==> src/hw/rtl/dcfst_pkg.sv <==
// Shared types, constants and tap weights for the dual channel FIR slope tracker.
// No dependencies; every other file in hw/rtl refers to this package by scoped names.
package dcfst_pkg;

	// Channel count default for the top level parameter
	localparam int CHANNELS_DEF = 2;

	// Filter geometry
	localparam int TAPS      = 16;
	localparam int TAP_IDX_W = $clog2(TAPS);

	// Field and datapath widths
	localparam int SAMPLE_W = 22;
	localparam int SLOPE_W  = 21;
	localparam int WEIGHT_W = 11;
	localparam int PROD_W   = SAMPLE_W + WEIGHT_W;
	localparam int ACC_W    = 36;
	localparam int SLOPE_SHIFT = 14;

	// Truncating divide by 100 via reciprocal: q = (|x| * ceil(2^28/100)) >> 28
	localparam int RECIP_W     = 22;
	localparam int QPROD_W     = SAMPLE_W + RECIP_W;
	localparam int RECIP_SHIFT = 28;
	localparam logic [RECIP_W-1:0] RECIP_100 = 22'd2684355;
	localparam int QUOT_W      = 16;

	// Slope clamp limits
	localparam logic signed [SLOPE_W-1:0] SLOPE_MAX = {1'b0, {(SLOPE_W-1){1'b1}}};
	localparam logic signed [SLOPE_W-1:0] SLOPE_MIN = {1'b1, {(SLOPE_W-1){1'b0}}};

	// Sequencer states
	typedef enum logic [1:0] {
		ST_IDLE,
		ST_RUN,
		ST_DRAIN,
		ST_DONE
	} seq_state_t;

	// Control from the sequencer to the MAC datapath
	typedef struct packed {
		logic                 clear;
		logic                 tap_vld;
		logic [TAP_IDX_W-1:0] tap_idx;
	} dp_ctrl_t;

	// Antisymmetric tap weights, newest sample first
	function automatic logic signed [WEIGHT_W-1:0] tap_weight(input logic [TAP_IDX_W-1:0] idx);
		logic signed [WEIGHT_W-1:0] w;
		case (idx)
			4'd0:    w = 11'sd1;
			4'd1:    w = 11'sd13;
			4'd2:    w = 11'sd77;
			4'd3:    w = 11'sd273;
			4'd4:    w = 11'sd637;
			4'd5:    w = 11'sd1001;
			4'd6:    w = 11'sd1001;
			4'd7:    w = 11'sd429;
			4'd8:    w = -11'sd429;
			4'd9:    w = -11'sd1001;
			4'd10:   w = -11'sd1001;
			4'd11:   w = -11'sd637;
			4'd12:   w = -11'sd273;
			4'd13:   w = -11'sd77;
			4'd14:   w = -11'sd13;
			4'd15:   w = -11'sd1;
			default: w = '0;
		endcase
		return w;
	endfunction

endpackage

==> src/hw/rtl/dcfst_ring_mem.sv <==
// Sample history memory: one 16-entry ring per channel, one write and one read port.
// Per-entry valid bits make unwritten entries read as zero. Uses dcfst_pkg.
module dcfst_ring_mem #(
	parameter int CHANNELS = dcfst_pkg::CHANNELS_DEF
) (
	input  logic                                      clk,
	input  logic                                      arst_n,
	input  logic                                      we,
	input  logic [$clog2(CHANNELS*dcfst_pkg::TAPS)-1:0] waddr,
	input  logic signed [dcfst_pkg::SAMPLE_W-1:0]     wdata,
	input  logic                                      re,
	input  logic [$clog2(CHANNELS*dcfst_pkg::TAPS)-1:0] raddr,
	output logic signed [dcfst_pkg::SAMPLE_W-1:0]     rdata
);

	localparam int DEPTH = CHANNELS * dcfst_pkg::TAPS;

	logic signed [dcfst_pkg::SAMPLE_W-1:0] mem [DEPTH];
	logic [DEPTH-1:0]                      vld_q;
	logic signed [dcfst_pkg::SAMPLE_W-1:0] rd_data_q;
	logic                                  rd_vld_q;

	// Write port and registered read port
	always_ff @(posedge clk) begin
		if (we) begin
			mem[waddr] <= wdata;
		end
		if (re) begin
			rd_data_q <= mem[raddr];
		end
	end

	// Track written entries; hold the valid flag of the last read
	always_ff @(posedge clk or negedge arst_n) begin
		if (!arst_n) begin
			vld_q    <= '0;
			rd_vld_q <= 1'b0;
		end else begin
			if (we) begin
				vld_q[waddr] <= 1'b1;
			end
			if (re) begin
				rd_vld_q <= vld_q[raddr];
			end
		end
	end

	// Unwritten entries read as the reset value, zero
	assign rdata = rd_vld_q ? rd_data_q : '0;

endmodule

==> src/hw/rtl/dcfst_fir_dp.sv <==
// MAC datapath: weights each read sample, accumulates, clamps the slope and
// forms the divide-by-100 change flag from the two newest samples. Uses dcfst_pkg.
module dcfst_fir_dp (
	input  logic                                   clk,
	input  logic                                   arst_n,
	input  dcfst_pkg::dp_ctrl_t                    ctrl,
	input  logic signed [dcfst_pkg::SAMPLE_W-1:0]  rdata,
	output logic                                   busy,
	output logic signed [dcfst_pkg::SLOPE_W-1:0]   slope,
	output logic                                   temp_chg
);

	localparam int ACC_W   = dcfst_pkg::ACC_W;
	localparam int PROD_W  = dcfst_pkg::PROD_W;
	localparam int QPROD_W = dcfst_pkg::QPROD_W;
	localparam int QUOT_W  = dcfst_pkg::QUOT_W;

	logic                                v_s1;
	logic [dcfst_pkg::TAP_IDX_W-1:0]     idx_s1;
	logic                                v_s2;
	logic [dcfst_pkg::TAP_IDX_W-1:0]     idx_s2;
	logic signed [PROD_W-1:0]            prod_s2;
	logic [QPROD_W-1:0]                  qprod_s2;
	logic                                neg_s2;
	logic signed [ACC_W-1:0]             acc_q;
	logic signed [QUOT_W-1:0]            q_new_q;
	logic signed [QUOT_W-1:0]            q_prev_q;

	logic signed [dcfst_pkg::WEIGHT_W-1:0] weight;
	logic [dcfst_pkg::SAMPLE_W-1:0]        mag;
	logic [QUOT_W-2:0]                     qmag;
	logic signed [QUOT_W-1:0]              quot;
	logic signed [ACC_W-1:0]               shifted;

	// Weight and magnitude of the sample now on the read port
	always_comb begin
		weight = dcfst_pkg::tap_weight(idx_s1);
		mag    = rdata[dcfst_pkg::SAMPLE_W-1] ? (~rdata + 1'b1) : rdata;
	end

	// Align control with read data, then multiply
	always_ff @(posedge clk or negedge arst_n) begin
		if (!arst_n) begin
			v_s1 <= 1'b0;
			v_s2 <= 1'b0;
		end else begin
			v_s1 <= ctrl.tap_vld;
			v_s2 <= v_s1;
		end
	end

	always_ff @(posedge clk) begin
		idx_s1   <= ctrl.tap_idx;
		idx_s2   <= idx_s1;
		prod_s2  <= PROD_W'(rdata) * PROD_W'(weight);
		qprod_s2 <= QPROD_W'(mag) * QPROD_W'(dcfst_pkg::RECIP_100);
		neg_s2   <= rdata[dcfst_pkg::SAMPLE_W-1];
	end

	// Truncated quotient with the sample's sign restored
	always_comb begin
		qmag = qprod_s2[dcfst_pkg::RECIP_SHIFT +: (QUOT_W-1)];
		quot = neg_s2 ? -signed'({1'b0, qmag}) : signed'({1'b0, qmag});
	end

	// Accumulate products; keep quotients of the newest two samples
	always_ff @(posedge clk or negedge arst_n) begin
		if (!arst_n) begin
			acc_q    <= '0;
			q_new_q  <= '0;
			q_prev_q <= '0;
		end else if (ctrl.clear) begin
			acc_q <= '0;
		end else if (v_s2) begin
			acc_q <= acc_q + ACC_W'(prod_s2);
			if (idx_s2 == dcfst_pkg::TAP_IDX_W'(0)) begin
				q_new_q <= quot;
			end
			if (idx_s2 == dcfst_pkg::TAP_IDX_W'(1)) begin
				q_prev_q <= quot;
			end
		end
	end

	// Floor shift and clamp to the slope range
	always_comb begin
		shifted = acc_q >>> dcfst_pkg::SLOPE_SHIFT;
		if (shifted > ACC_W'(dcfst_pkg::SLOPE_MAX)) begin
			slope = dcfst_pkg::SLOPE_MAX;
		end else if (shifted < ACC_W'(dcfst_pkg::SLOPE_MIN)) begin
			slope = dcfst_pkg::SLOPE_MIN;
		end else begin
			slope = shifted[dcfst_pkg::SLOPE_W-1:0];
		end
	end

	assign busy     = v_s1 | v_s2;
	assign temp_chg = q_new_q != q_prev_q;

endmodule

==> src/hw/rtl/dual_channel_fir_slope_tracker.sv <==
// Two-channel 16-tap FIR slope tracker: each sample is stored in its channel's ring
// memory, then the 16 newest samples are read back one per cycle through a single
// read port and multiply-accumulated. A result turns valid after the reads, the
// pipeline drain and the result load; a new sample is taken only once the last
// result is loaded, so the next sample can be taken while a finished result still
// waits in the output register.
// Rings, write pointers and previous slopes start at zero after reset. Channel
// numbers are folded modulo CHANNELS; out_channel echoes the input bit.
// Depends on dcfst_pkg, dcfst_ring_mem and dcfst_fir_dp.
module dual_channel_fir_slope_tracker #(
	parameter int CHANNELS = dcfst_pkg::CHANNELS_DEF
) (
	input  logic                                  clk,
	input  logic                                  arst_n,
	input  logic                                  in_valid,
	output logic                                  in_ready,
	input  logic                                  channel,
	input  logic signed [dcfst_pkg::SAMPLE_W-1:0] temp_millic,
	output logic                                  out_valid,
	input  logic                                  out_ready,
	output logic                                  out_channel,
	output logic signed [dcfst_pkg::SLOPE_W-1:0]  slope_deci,
	output logic                                  temp_changed,
	output logic                                  slope_changed
);

	localparam int TAP_IDX_W = dcfst_pkg::TAP_IDX_W;
	localparam int CH_W      = (CHANNELS > 1) ? $clog2(CHANNELS) : 1;
	localparam int AW        = $clog2(CHANNELS * dcfst_pkg::TAPS);

	dcfst_pkg::seq_state_t state_q, state_d;

	logic [CH_W-1:0]                      ch_q;
	logic                                 chan_bit_q;
	logic [TAP_IDX_W-1:0]                 base_q;
	logic [TAP_IDX_W-1:0]                 idx_q;
	logic [TAP_IDX_W-1:0]                 wp_q [CHANNELS];
	logic signed [dcfst_pkg::SLOPE_W-1:0] last_slope_q [CHANNELS];

	logic                                 out_valid_q;
	logic                                 out_channel_q;
	logic signed [dcfst_pkg::SLOPE_W-1:0] slope_q;
	logic                                 temp_changed_q;
	logic                                 slope_changed_q;

	logic                                 accept;
	logic                                 load_out;
	logic [CH_W-1:0]                      ch_sel;
	logic [TAP_IDX_W-1:0]                 wp_next;
	logic                                 mem_we;
	logic [AW-1:0]                        mem_waddr;
	logic                                 mem_re;
	logic [AW-1:0]                        mem_raddr;
	logic signed [dcfst_pkg::SAMPLE_W-1:0] mem_rdata;
	dcfst_pkg::dp_ctrl_t                  dp_ctrl;
	logic                                 dp_busy;
	logic signed [dcfst_pkg::SLOPE_W-1:0] dp_slope;
	logic                                 dp_temp_chg;

	// Fold channel and advance its write pointer
	always_comb begin
		ch_sel    = (CHANNELS == 1) ? '0 : CH_W'(channel);
		wp_next   = wp_q[ch_sel] + 1'b1;
		accept    = in_valid & in_ready;
		mem_waddr = AW'({ch_sel, wp_next});
		mem_raddr = AW'({ch_q, base_q - idx_q});
	end

	// Next state
	always_comb begin
		state_d = state_q;
		case (state_q)
			dcfst_pkg::ST_IDLE: begin
				if (in_valid) begin
					state_d = dcfst_pkg::ST_RUN;
				end
			end
			dcfst_pkg::ST_RUN: begin
				if (idx_q == TAP_IDX_W'(dcfst_pkg::TAPS - 1)) begin
					state_d = dcfst_pkg::ST_DRAIN;
				end
			end
			dcfst_pkg::ST_DRAIN: begin
				if (!dp_busy) begin
					state_d = dcfst_pkg::ST_DONE;
				end
			end
			dcfst_pkg::ST_DONE: begin
				if (!out_valid_q || out_ready) begin
					state_d = dcfst_pkg::ST_IDLE;
				end
			end
			default: state_d = dcfst_pkg::ST_IDLE;
		endcase
	end

	// State outputs
	always_comb begin
		in_ready        = 1'b0;
		mem_re          = 1'b0;
		load_out        = 1'b0;
		dp_ctrl.clear   = 1'b0;
		dp_ctrl.tap_vld = 1'b0;
		dp_ctrl.tap_idx = idx_q;
		case (state_q)
			dcfst_pkg::ST_IDLE: begin
				in_ready      = 1'b1;
				dp_ctrl.clear = in_valid;
			end
			dcfst_pkg::ST_RUN: begin
				mem_re          = 1'b1;
				dp_ctrl.tap_vld = 1'b1;
			end
			dcfst_pkg::ST_DRAIN: begin
			end
			dcfst_pkg::ST_DONE: begin
				load_out = !out_valid_q || out_ready;
			end
			default: begin
			end
		endcase
	end

	assign mem_we = accept;

	// Sequencer registers and per-channel state
	always_ff @(posedge clk or negedge arst_n) begin
		if (!arst_n) begin
			state_q <= dcfst_pkg::ST_IDLE;
			idx_q   <= '0;
			for (int c = 0; c < CHANNELS; c++) begin
				wp_q[c]         <= '0;
				last_slope_q[c] <= '0;
			end
		end else begin
			state_q <= state_d;
			if (accept) begin
				idx_q        <= '0;
				wp_q[ch_sel] <= wp_next;
			end else if (state_q == dcfst_pkg::ST_RUN) begin
				idx_q <= idx_q + 1'b1;
			end
			if (load_out) begin
				last_slope_q[ch_q] <= dp_slope;
			end
		end
	end

	// Hold the item's channel and newest ring position
	always_ff @(posedge clk) begin
		if (accept) begin
			ch_q       <= ch_sel;
			chan_bit_q <= channel;
			base_q     <= wp_next;
		end
	end

	// Output register: transfer when taken, load when the result is ready
	always_ff @(posedge clk or negedge arst_n) begin
		if (!arst_n) begin
			out_valid_q <= 1'b0;
		end else if (load_out) begin
			out_valid_q <= 1'b1;
		end else if (out_ready) begin
			out_valid_q <= 1'b0;
		end
	end

	always_ff @(posedge clk) begin
		if (load_out) begin
			out_channel_q   <= chan_bit_q;
			slope_q         <= dp_slope;
			temp_changed_q  <= dp_temp_chg;
			slope_changed_q <= dp_slope != last_slope_q[ch_q];
		end
	end

	assign out_valid     = out_valid_q;
	assign out_channel   = out_channel_q;
	assign slope_deci    = slope_q;
	assign temp_changed  = temp_changed_q;
	assign slope_changed = slope_changed_q;

	dcfst_ring_mem #(
		.CHANNELS(CHANNELS)
	) u_ring_mem (
		.clk   (clk),
		.arst_n(arst_n),
		.we    (mem_we),
		.waddr (mem_waddr),
		.wdata (temp_millic),
		.re    (mem_re),
		.raddr (mem_raddr),
		.rdata (mem_rdata)
	);

	dcfst_fir_dp u_fir_dp (
		.clk     (clk),
		.arst_n  (arst_n),
		.ctrl    (dp_ctrl),
		.rdata   (mem_rdata),
		.busy    (dp_busy),
		.slope   (dp_slope),
		.temp_chg(dp_temp_chg)
	);

endmodule
==> config.mk <==
export PLATFORM = sky130hd
export DESIGN_NAME = dual_channel_fir_slope_tracker
export DESIGN_NICKNAME = d
export VERILOG_FILES = /design/src/hw/rtl/dcfst_pkg.sv /design/src/hw/rtl/dcfst_ring_mem.sv /design/src/hw/rtl/dcfst_fir_dp.sv /design/src/hw/rtl/dual_channel_fir_slope_tracker.sv
export SDC_FILE = /design/constraint.sdc
export NUM_CORES = 2
export LEC_CHECK = 0
export BUFFER_PORTS_ARGS = -buffer_cell sky130_fd_sc_hd__buf_2
export CAP_MARGIN = 20
export CORE_ASPECT_RATIO = 0.8
export CORE_MARGIN = 10
export CORE_UTILIZATION = 51
export CTS_CLUSTER_SIZE = 20
export DETAILED_ROUTE_END_ITERATION = 8
export PLACE_DENSITY = 0.69
export SLEW_MARGIN = 15
export SYNTH_ARGS = -nofsm -noshare
export SYNTH_HDL_FRONTEND = slang
export SYNTH_SLANG_ARGS = --single-unit
==> constraint.sdc <==
create_clock -name clk -period 17.6 [get_ports clk]
set_clock_uncertainty 0.2 [all_clocks]
set_input_delay 1.76 -clock clk [delete_from_list [all_inputs] [get_ports clk]]
set_output_delay 1.76 -clock clk [all_outputs]
set_load 0.01 [all_outputs]
# After elaboration in Yosys (flattened, before gate mapping)
# Memories as Yosys holds them, arrays and structs flattened. A register that Yosys moved wholly into a read port is not among the register bits.
# Index checks and enable logic that the tools add are counted.
word_totals:
  romBits: 160
  n_memories: 2
  out_inout_bits: 26
  regBits: 274
  wordCells: 113
  ram_bits: 704
memory_table:
  columns: ["name", "depth", "word_bits", "rd", "rd_ports_with_merged_regs", "wr", "line", "text"]
  rows:
  - ["u_ring_mem.mem", 32, 22, 1, 1, 1, "dcfst_ring_mem.sv:18", "logic signed [dcfst_pkg::SAMPLE_W-1:0] mem [DEPTH];"]
  - ["(name not given)", 16, 10, 1, 1, 0, "dcfst_pkg.sv:49", "case (idx)"]
classes:
  bitwise_logic: 7
  order_cmp: 9
  n_addsub: 6
  n_eq_ne: 11
  reduce_logical: 13
  mul: 2
  muxes: 38
ops:
  columns: ["cell", "n"]
  rows:
  - ["$mux W21", 6]
  - ["$mux W36", 2]
  - ["$mux W22", 2]
  - ["$mul A22 B22 Y43 const B", 1]
  - ["$bwmux W42", 1]
  - ["$add A36 B33 Y36", 1]
  - ["$mul A22 B11 Y33", 1]
  - ["$or A32 B32 Y32", 1]
  - ["$mux W4", 6]
  - ["$add A22 B1 Y22 const B", 1]
  - ["$gt A22 B21 Y1 const B", 1]
  - ["$lt A22 B21 Y1 const B", 1]
  - ["$not A22 Y22", 1]
  - ["$demux W21 S1", 1]
  - ["$ne A21 B21 Y1", 1]
  - ["$mux W16", 1]
  - ["$ne A16 B16 Y1", 1]
  - ["$neg A15 Y16", 1]
  - ["$lt A5 B6 Y1 const B", 2]
  - ["$mux W1", 10]
  - ["$add A4 B1 Y4 const B", 2]
  - ["$bwmux W8", 1]
  - ["$mux W2", 4]
  - ["$ne A2 B2 Y1 const B", 4]
  - ["24 further kinds", 33]

# Longest topological paths before layout
depth:
  depth_word: 10
  mapped_depth: 31

# Hierarchy
# A second synthesis with hierarchy kept.
hier_totals:
  cells_unflattened: 4010
  hier_area_um2: 56614.3
by_module_without_submodules:
  columns: ["module", "seq_area_each_um2", "area_per_inst_um2", "cells_per_inst", "n_inst"]
  rows:
  - ["dcfst_ring_mem", 22626.7, 28952.8, 1198, 1]
  - ["dcfst_fir_dp", 3032.9, 23885.4, 2556, 1]
  - ["dual_channel_fir_slope_tracker", 2297.2, 3776.1, 256, 1]

# Least setup slack after synthesis
# Ideal clock, no wire load.
synth_path:
  path_type: "reg2reg"
  startpoint: "reg u_ring_mem.rd_data_q[3] in the netlist's numbering (read register of u_ring_mem.mem)"
  endpoint: "reg u_fir_dp.qprod_s2[42]"
  period_less_slack_ns: 8.813
  n_path_buf: 0
  required_time_ns: 17.265
  t_arrival_ns: 8.478
  setup_slack_ns: 8.787
  path_stages_with_launch: 29
  cell_sequence: "edfxtp_1 or4_4 o31a_1 nand2b_4 or4_1 nand2b_4 or4_4 o21ai_0 xor2_1 nor2b_1 ha_1 inv_1 fa_1 fa_1 inv_1 fa_1 fa_1 fa_1 ha_1 ha_1 nand2_1 o211ai_1 a21o_1 a2111oi_0 o31ai_1 nor3_1 nor3_1 a2111oi_0 xnor2_1"
synth_between:
  elab_chain_len: 5
synth_lines:
  columns: ["item", "line", "text"]
  rows:
  - ["from (decl)", "dcfst_ring_mem.sv:20", "logic signed [dcfst_pkg::SAMPLE_W-1:0] rd_data_q;"]
  - ["$mux W22 *", "dcfst_ring_mem.sv:49", "assign rdata = rd_vld_q ? rd_data_q : '0;"]
  - ["$not A22 Y22", "dcfst_fir_dp.sv:38", "mag = rdata[dcfst_pkg::SAMPLE_W-1] ? (~rdata + 1'b1) : rdata;"]
  - ["$add A22 B1 Y22", "dcfst_fir_dp.sv:38", null]
  - ["$mux W22 *", "dcfst_fir_dp.sv:38", null]
  - ["$mul A22 B22 Y43 *", "dcfst_fir_dp.sv:56", "qprod_s2 <= QPROD_W'(mag) * QPROD_W'(dcfst_pkg::RECIP_100);"]
  - ["to (signal assigned)", "dcfst_fir_dp.sv:56", null]
  - ["to (decl)", "dcfst_fir_dp.sv:23", "logic [QPROD_W-1:0] qprod_s2;"]
# Every way passes the cells marked *; elsewhere a longest branch is shown, timed or not.
# A chain may end at the register's enable or synchronous reset.

# Worst setup path after layout
layout_path:
  startpoint: "reg u_ring_mem.rd_data_q[0] in the netlist's numbering (read register of u_ring_mem.mem)"
  endpoint: "reg u_fir_dp.qprod_s2[42]"
# Same word-level chain as after synthesis.

==> results.sh <==
export IMPL_grt_pass1_vias=33130
export IMPL_slowest_delay_ps=600
export IMPL_drc=0
export IMPL_cts_clk_slew_worst_paths_ps=60
export IMPL_vias=32420
export IMPL_drt_iter0_markers=2604
export IMPL_worstHoldPathType="reg2reg"
export IMPL_wl_per_cell_um=20.84
export IMPL_min_period_over_period=0.5587
export IMPL_synth_ff_type="edfxtp_1"
export IMPL_post_cts_resized=0
export IMPL_required_ps=17960
export IMPL_path_buf_inv=2
export IMPL_finalSetupTns_ps=0
export IMPL_post_route_min_period_ps=9833
export IMPL_drive_gt1_frac=0.1329
export IMPL_cp_top_family="adder cells"
export IMPL_syn_avg_cell_area_um2=13.28
export IMPL_finalHoldViolCount=0
export IMPL_synth_simple_area_share=0.08491
export IMPL_clock_path_buffers=3
export IMPL_synth_seq_area_share=0.4952
export IMPL_cts_buffers=90
export IMPL_syn_nets=5013
export IMPL_portBuffers=52
export IMPL_grt_setup_unrepaired="no"
export IMPL_synth_top_family_by_area="adder cells"
export IMPL_dieArea_um2=124500
export IMPL_synth_seq_cells=979
export IMPL_wirelength_mm=121.0
export IMPL_place_gp_congestion=0.9230
export IMPL_io_pins=53
export IMPL_critPathKind="reg2reg"
export IMPL_finalSetupViolations=0
export IMPL_routed_via_density=5.582
export IMPL_die_w_um=392.0
export IMPL_drv_slew=0
export IMPL_syn_to_final_growth_pct=8.959
export IMPL_coreArea_um2=110200
export IMPL_synthMuxAreaShare=0.09380
export IMPL_rows=109
export IMPL_dr_pass1_iters=5
export IMPL_worstPathArrival_ps=10190
export IMPL_fin_nets=5050
export IMPL_syn_area_um2=56450
export IMPL_drv_cap=0
export IMPL_synth_top_area_cell="edfxtp_1"
export IMPL_htreeDepth=3
export IMPL_clock_latency_ps=710
export IMPL_globalRoute_totalOverflow=0
export IMPL_grt_max_degree=144
export IMPL_grt_pass1_wl_mm=192.5
export IMPL_hpwl_mm=84.81
export IMPL_antenna_found_initial=3
export IMPL_synth_top_area_frac=0.4016
export IMPL_syn_inst=4252
export IMPL_ant_nets=0
export IMPL_timing_slew_headroom=0.3183
export IMPL_path_max_fanout=13
export IMPL_critPathMostFrequentCell="fa_1"
export IMPL_cts_tree="done"
export IMPL_cts_root_buf="clkbuf_16"
export IMPL_tightest_slew_ps=1023
export IMPL_initial_core_util=0.5123
export IMPL_cts_hold_fix_buffers=0
export IMPL_post_cts_setup_buffers=0
export IMPL_yosysWarnings=0
export IMPL_worstSetupStartpointType="flip-flop"
export IMPL_synth_area_top_cells="edfxtp_1 (40%), fa_1 (14%), ha_1 (7.6%)"
export IMPL_async_flop_share=0.1634
export IMPL_dieHeight_um=317.6
export IMPL_crit_slowest_cell="nor2b_1"
export IMPL_yosys_area_share_adder=0.2150
export IMPL_synth_edf_count=755
export IMPL_synth_compound_area_frac=0.03828
export IMPL_max_freq_ghz=0.1017
export IMPL_grtUsageTotal=0.1960
export IMPL_synth_xor_area_frac=0.02622
export IMPL_end_kind="flip-flop"
export IMPL_synth_distinct_cells=66
export IMPL_clock_sinks=979
export IMPL_fillCellCount=8844
export IMPL_outcome="finished clean"
## per-stage QoR
step | std cells | area [um^2] | setup slack [ps] | utilization | hold WS [ps]
finish | 5808 | 61510 | 7767 | 0.5582 | 128.3
global route | 5807 | 61510 | 7247 | 0.5581 | 135.2
CTS | 5807 | 61510 | 7819 | 0.5581 | 130.0
detailed placement | 5640 | 58550 | 7826 | 0.5313 | 124.7
global placement | 5640 | 58550 | 8046 | 0.5313 | 115.9
floorplan | 4252 | 56450 | 8787 | - | 109.6
## registers in the layout (all words and copies together), names as in the netlist, 2 cells and up
signal                cells
u_ring_mem.mem          704
u_fir_dp.qprod_s2        15
u_fir_dp.weight           8
u_fir_dp.idx_s1           3
base_q                    4
u_fir_dp.q_new_q         16
u_fir_dp.acc_q           36
u_fir_dp.idx_s2           4
u_ring_mem.vld_q         32
u_ring_mem.rd_data_q     22
state_q                   2
slope_deci               21
u_fir_dp.prod_s2         33
wp_q                      8
u_fir_dp.q_prev_q        16
last_slope_q             42
idx_q                     4
## path summary, 6_finish.rpt
kind / start / endpoint / slack [ps] / cells past startpoint
hold reg to reg: u_fir_dp.idx_s1[0] / u_fir_dp.idx_s2[0] / 130 / 0
min in group asynchronous: arst_n / last_slope_q[25] / 960 / 1
setup / recovery: u_ring_mem.rd_data_q[0] / u_fir_dp.qprod_s2[42] / 7770 / 28
hold / removal: u_fir_dp.idx_s1[0] / u_fir_dp.idx_s2[0] / 130 / 0
max in group asynchronous: arst_n / u_ring_mem.rd_vld_q / 14760 / 2
setup reg to reg: u_ring_mem.rd_data_q[0] / u_fir_dp.qprod_s2[42] / 7770 / 28
## cell usage in the layout, fill, tap and decap left out, types with 29 or more instances in the layout
cell type  instances
a21o_1            40
a21oi_1           89
and2_1            37
and3_1            90
buf_2             51
buf_4             58
clkbuf_16         92
dfrtp_1          159
dfxtp_1           64
edfxtp_1         755
fa_1             391
ha_1             341
inv_1            529
mux2_2            64
mux2i_1           43
mux4_2           184
nand2_1          446
nand2b_1          29
nand3_1          135
nor2_1           129
nor2_2            32
o21ai_0          109
or2_2             37
xnor2_1           85
xor2_1            80
## synthesized netlist by cell type (40+ instances only)
master      n
a21oi_1    89
and3_1     90
nand3_1   135
dfxtp_1    64
xor2_1     82
a21o_1     40
mux4_2    184
inv_1     529
nor2_1    161
clkbuf_1  132
edfxtp_1  755
dfrtp_1   160
mux2i_1    43
ha_1      342
xnor2_1    87
mux2_2     64
o21ai_0   109
nand2_1   446
fa_1      392
## final cells by class
cell class / instances / area, um^2 / area share
diodes: 1 / 2.502 / 0.00004068
clock buffers: 118 / 2451 / 0.03985
clock inverters: 49 / 508.0 / 0.008259
inverters: 532 / 1997 / 0.03247
multi-input cells: 2573 / 26020 / 0.4231
flip-flops and latches: 979 / 27960 / 0.4545
well taps: 1443 / 1805 / 0.02935
repair buffers: 113 / 762.0 / 0.01239
## kinds of logic (layout without fill, tap and decap cells)
logic type	after synthesis	count (layout)
xor+xnor	169	169
simple gates	1029	1029
mux	291	291
other cells	0	1
flops	979	979
buf+inv	700	812
compound gates	349	349
fa+ha+maj	735	735
## routing by layer
layer | global-route usage | vias up | share of wire
li1 | - | 14850 | -
met1 | 0.2900 | 16390 | 0.46
met2 | 0.2957 | 999 | 0.45
met3 | 0.04324 | 174 | 0.071
met4 | 0.04469 | 2 | 0.021
met5 | 0 | - | 0.00011
Power is left out: the tool's default activity adds up to more than one toggle a clock period on the data nets, which glitch-free logic cannot reach.
